[config.mk]
export PLATFORM = sky130hd
export DESIGN_NAME = wsht_cell
export DESIGN_NICKNAME = d
export VERILOG_FILES = /design/src/design/wsht_pkg.sv /design/src/design/wsht_cell.sv
export SDC_FILE = /design/constraint.sdc
export NUM_CORES = 1
export LEC_CHECK = 0
export ABC_AREA = 1
export BUFFER_PORTS_ARGS = -buffer_cell sky130_fd_sc_hd__buf_2
export CAP_MARGIN = 20
export CORE_MARGIN = 10
export CORE_UTILIZATION = 35
export CTS_CLUSTER_DIAMETER = 40
export DETAILED_ROUTE_END_ITERATION = 10
export PLACE_DENSITY = 0.67
export SLEW_MARGIN = 0
export SYNTH_ARGS = -nofsm -noshare
export SYNTH_HDL_FRONTEND = slang
export SYNTH_SLANG_ARGS = --single-unit
[constraint.sdc]
create_clock -name clk_i -period 1.85 [get_ports clk_i]
set_clock_uncertainty 0.2 [all_clocks]
set_input_delay 0.185 -clock clk_i [delete_from_list [all_inputs] [get_ports clk_i]]
set_output_delay 0.185 -clock clk_i [all_outputs]
set_load 0.01 [all_outputs]
[src/design/wsht_pkg.sv]
`default_nettype none

package wsht_pkg;

  // Default sizes
  localparam int MAX_WINDOWS_DEF = 16;
  localparam int COORD_BITS_DEF  = 12;

  // Width of the window number on the result channel
  localparam int ID_BITS = 5;

  // Item kind codes
  localparam logic KIND_LOAD  = 1'b0;
  localparam logic KIND_CLICK = 1'b1;

  // Result status codes
  typedef enum logic [1:0] {
    STAT_HIT    = 2'd0,
    STAT_MISS   = 2'd1,
    STAT_LOADED = 2'd2,
    STAT_FULL   = 2'd3
  } status_e;

  // Sequencer states
  typedef enum logic [1:0] {
    S_IDLE,
    S_CMP,
    S_UPD
  } state_e;

  // Per-cell update command
  typedef struct packed {
    logic load;   // write the new rectangle into this cell
    logic shift;  // take the contents of the cell above
    logic top;    // take the saved (hit) window
  } cell_ctrl_t;

endpackage

`default_nettype wire

[src/design/wsht_cell.sv]
`default_nettype none

module wsht_cell #(
  parameter int COORD_BITS = wsht_pkg::COORD_BITS_DEF,
  parameter int NUM_BITS   = 5
) (
  input  wire logic                   clk_i,
  input  wire logic                   rst_ni,
  input  wire wsht_pkg::cell_ctrl_t   ctrl_i,
  input  wire logic [COORD_BITS-1:0]  click_x_i,
  input  wire logic [COORD_BITS-1:0]  click_y_i,
  input  wire logic [COORD_BITS-1:0]  load_lx_i,
  input  wire logic [COORD_BITS-1:0]  load_ty_i,
  input  wire logic [COORD_BITS-1:0]  load_rx_i,
  input  wire logic [COORD_BITS-1:0]  load_by_i,
  input  wire logic [NUM_BITS-1:0]    load_num_i,
  input  wire logic [COORD_BITS-1:0]  above_lx_i,
  input  wire logic [COORD_BITS-1:0]  above_ty_i,
  input  wire logic [COORD_BITS-1:0]  above_rx_i,
  input  wire logic [COORD_BITS-1:0]  above_by_i,
  input  wire logic [NUM_BITS-1:0]    above_num_i,
  input  wire logic [COORD_BITS-1:0]  saved_lx_i,
  input  wire logic [COORD_BITS-1:0]  saved_ty_i,
  input  wire logic [COORD_BITS-1:0]  saved_rx_i,
  input  wire logic [COORD_BITS-1:0]  saved_by_i,
  input  wire logic [NUM_BITS-1:0]    saved_num_i,
  output logic      [COORD_BITS-1:0]  lx_o,
  output logic      [COORD_BITS-1:0]  ty_o,
  output logic      [COORD_BITS-1:0]  rx_o,
  output logic      [COORD_BITS-1:0]  by_o,
  output logic      [NUM_BITS-1:0]    num_o,
  output logic                        hit_o
);

  logic [COORD_BITS-1:0] lx_q, ty_q, rx_q, by_q;
  logic [NUM_BITS-1:0]   num_q;
  logic                  hit_d, hit_q;

  // Inclusive point-in-rectangle test
  assign hit_d = (click_x_i >= lx_q) && (click_x_i <= rx_q) &&
                 (click_y_i >= ty_q) && (click_y_i <= by_q);

  // Register the compare result
  always_ff @(posedge clk_i or negedge rst_ni) begin
    if (!rst_ni) begin
      hit_q <= 1'b0;
    end else begin
      hit_q <= hit_d;
    end
  end

  // Load, shift down from the neighbor, or take the window moved to the top
  always_ff @(posedge clk_i) begin
    priority if (ctrl_i.load) begin
      lx_q  <= load_lx_i;
      ty_q  <= load_ty_i;
      rx_q  <= load_rx_i;
      by_q  <= load_by_i;
      num_q <= load_num_i;
    end else if (ctrl_i.shift) begin
      lx_q  <= above_lx_i;
      ty_q  <= above_ty_i;
      rx_q  <= above_rx_i;
      by_q  <= above_by_i;
      num_q <= above_num_i;
    end else if (ctrl_i.top) begin
      lx_q  <= saved_lx_i;
      ty_q  <= saved_ty_i;
      rx_q  <= saved_rx_i;
      by_q  <= saved_by_i;
      num_q <= saved_num_i;
    end
  end

  assign lx_o  = lx_q;
  assign ty_o  = ty_q;
  assign rx_o  = rx_q;
  assign by_o  = by_q;
  assign num_o = num_q;
  assign hit_o = hit_q;

endmodule

`default_nettype wire

==> results.md <==
* Share of post-route cells with drive strength above 1 at 0.356
* CTS tree: yes
* Drt total wl at 14200 µm
* Critical path type: reg2reg
* Routed vias/inst at 4.84
* Relative slew margins at 0.743
* Initial DRT Pass Iterations at 4
* Critical path arrival at 1650 ps
* Clock Latency Late Sink at roughly 290 ps
* Highest cell delay on the worst timing path at 360 ps
* Max Freq at 0.599 GHz
* Slowest cell on crit path: edfxtp_1
* Status: completed
* GR peak layer: met2
* CP Launch Type: flip-flop
* Gr usage total at 0.165
* Pwr dens at 658 nW/µm²
* WHS Path Cells at 3
* Vias at 4341
* Worst Max-Slew Pin Slew at 386 ps
* Clock Pin Slew Worst Setup and Hold Paths at 70 ps
* Most frequent cells in the layout: 241 x buf_2, 122 x a21oi_1, 110 x nand2_1, 69 x nor2_1, 65 x inv_1
* Max clock buf depth at 2
* Core Util, Final at 0.488
* Clk sinks at 54
* Initial Utilization at 0.356
* DIE HEIGHT at 128 µm
* FP Rows at 39
* Met3 usage at 0.0471
* Non-filler cells, final at approximately 900
* Total grt overflow at 0
* Gpl congestion at 0.776
* Crit Path Max Fanout at 2
* Final period util at 0.902
* DR WL/cell at 15.8 µm
* PortBufs at 241
* Post-placement cell count at around 900
* Drc violations at 0
* H-tree levels at 2
* Hpwl dp at 12100 µm
* Slew Limit Fails at 0
* Initial detailed-routing violation count at between 150 and 200
* #FFs+latches synth at 54
* Tmin final at around 1700 ps
* Post-CTS resize count at 0
* Met1 Use GR at 0.180
* Die X at 128 µm
* Synth cell types at 25
* Sequential share of the synthesized area at 0.400
* Num ports at 242
* Syn Inst Count at 517
* Avg Inst Size Synth at 7.82 µm²
* Syn Nets at 753
* First-pass GRT wire length at between 20000 and 25000 µm
* Die area at 16300 µm²
* Synth-to-Final Area Change at 37.1%
* RSZ-0062 raised after global routing: no
* N_diodes at 0
* CP dominant cell by count: nor2_1
* Root Driver: clkbuf_16
* Post-layout nets at 988
* Worst r2r path cells at 9
* Synthesized cell area at 4050 µm²
* Lkg Pwr at 0.00301 µW
* Hold/Removal Path Class: in2reg
* Synth warn at 0
* Final Hold Vio Count at 0
* Max-cap violations at 0
* Worst Path Required at 1830 ps
* Pin count of the biggest net entering global routing at between 50 and 60
* Routed Antenna Nets at 0
* Final setup violation count at 0
* Core Footprint at 11400 µm²
* CP Capture Type: flip-flop
* Setup TNS at 0 ps
* Commonest non-fill, non-tap cell in the layout: buf_2
* Vias in the first global route at 4660
* Initial antenna violation count at 0
* VDD IR-drop max at between 0.3 and 0.4 mV
* GR met2 Demand/Resource at 0.306
* Total CTS buffers at 5
* CP cell instances: inv_1 -> ha_1 -> nand2_1 -> nor2_1 -> nand2_1 -> a21oi_1 -> nor2_1 -> nor2_1 -> nor2_1
[critical path: cells and delay by family (launching register included)]
family | cells | cell delay (ps)
AOI/OAI and AO/OA | 1 | 150
adders and majority gates | 1 | 290
buffers and inverters | 1 | 50
DFF | 1 | 360
and+or+nand+nor | 6 | 520
[logic make-up after synthesis]
family | share of synthesized area
buffers and inverters | 0.0984
AO/OA/AOI/OAI | 0.158
flip-flops | 0.400
adder cells (fa/ha/maj) | 0.148
AND/OR/NAND/NOR | 0.195
[per-stage QoR]
stage	hold WS (ps)	setup slack, ps	instance area, µm²	total power (µW)
global route	22.5	17.4	5540	3920
floorplan	-311	23.0	4050	2250
CTS	8.85	139	5540	3700
finish	20.1	181	5540	3650
detailed placement	-223	147	5400	2780
global placement	-217	185	5400	2740
[worst paths after layout]
check	from	to	slack, ps
hold reg to reg	by_o[0]$_DFFE_PP_	hit_o$_DFF_PN0_	660
setup / recovery	by_o[11]$_DFFE_PP_	hit_o$_DFF_PN0_	180
hold / removal	load_rx_i[2]	rx_o[2]$_DFFE_PP_	20
max in group asynchronous	rst_ni	hit_o$_DFF_PN0_	1320
min in group asynchronous	rst_ni	hit_o$_DFF_PN0_	30
setup reg to reg	by_o[11]$_DFFE_PP_	hit_o$_DFF_PN0_	180
[registers in the layout, summed over array words and instances (netlist names)]
name / count
by_o: 12
lx_o: 12
rx_o: 12
ty_o: 12
num_o: 5
hit_o: 1
[synth_stat cells, drive strengths merged]
cell / n / area share
a21oi: 122 / 0.15
nand2: 112 / 0.11
nor2: 71 / 0.068
inv: 70 / 0.065
edfxtp: 53 / 0.39
ha: 48 / 0.15
buf: 22 / 0.030
nand3: 5 / 0.0062
nand4: 5 / 0.013
o21ai: 3 / 0.0037
clkinv: 2 / 0.0034
a21o: 1 / 0.0019
dfrtp: 1 / 0.0062
nand3b: 1 / 0.0019
o21a: 1 / 0.0019
[power by group]
group	internal, µW	switching [µW]
registers	1510	68.5
logic	509	657
clock network	496	406
[what timing repair did]
action,in CTS,in global routing
buffers inserted,0,0
hold buffers,1,0
hold endpoints to repair,1,0
[metal layers]
| metal | wire length, µm | share of wire |
|---|---|---|
| met2 | 7230 | 0.51 |
| met1 | 5460 | 0.39 |
| met4 | 231 | 0.016 |
| met3 | 1240 | 0.087 |
| met5 | 0 | 0 |
[area by class of cell]
cell class,count,area [µm²]
tap,143,179
sequential,54,1620
fill,1134,5830
clock buffer,6,129
multi-input combinational,369,2030
clock inverter,2,8.76
inverter,72,277
timing repair buffer,250,1300
Note: power is estimated with default switching activity, not from simulation.
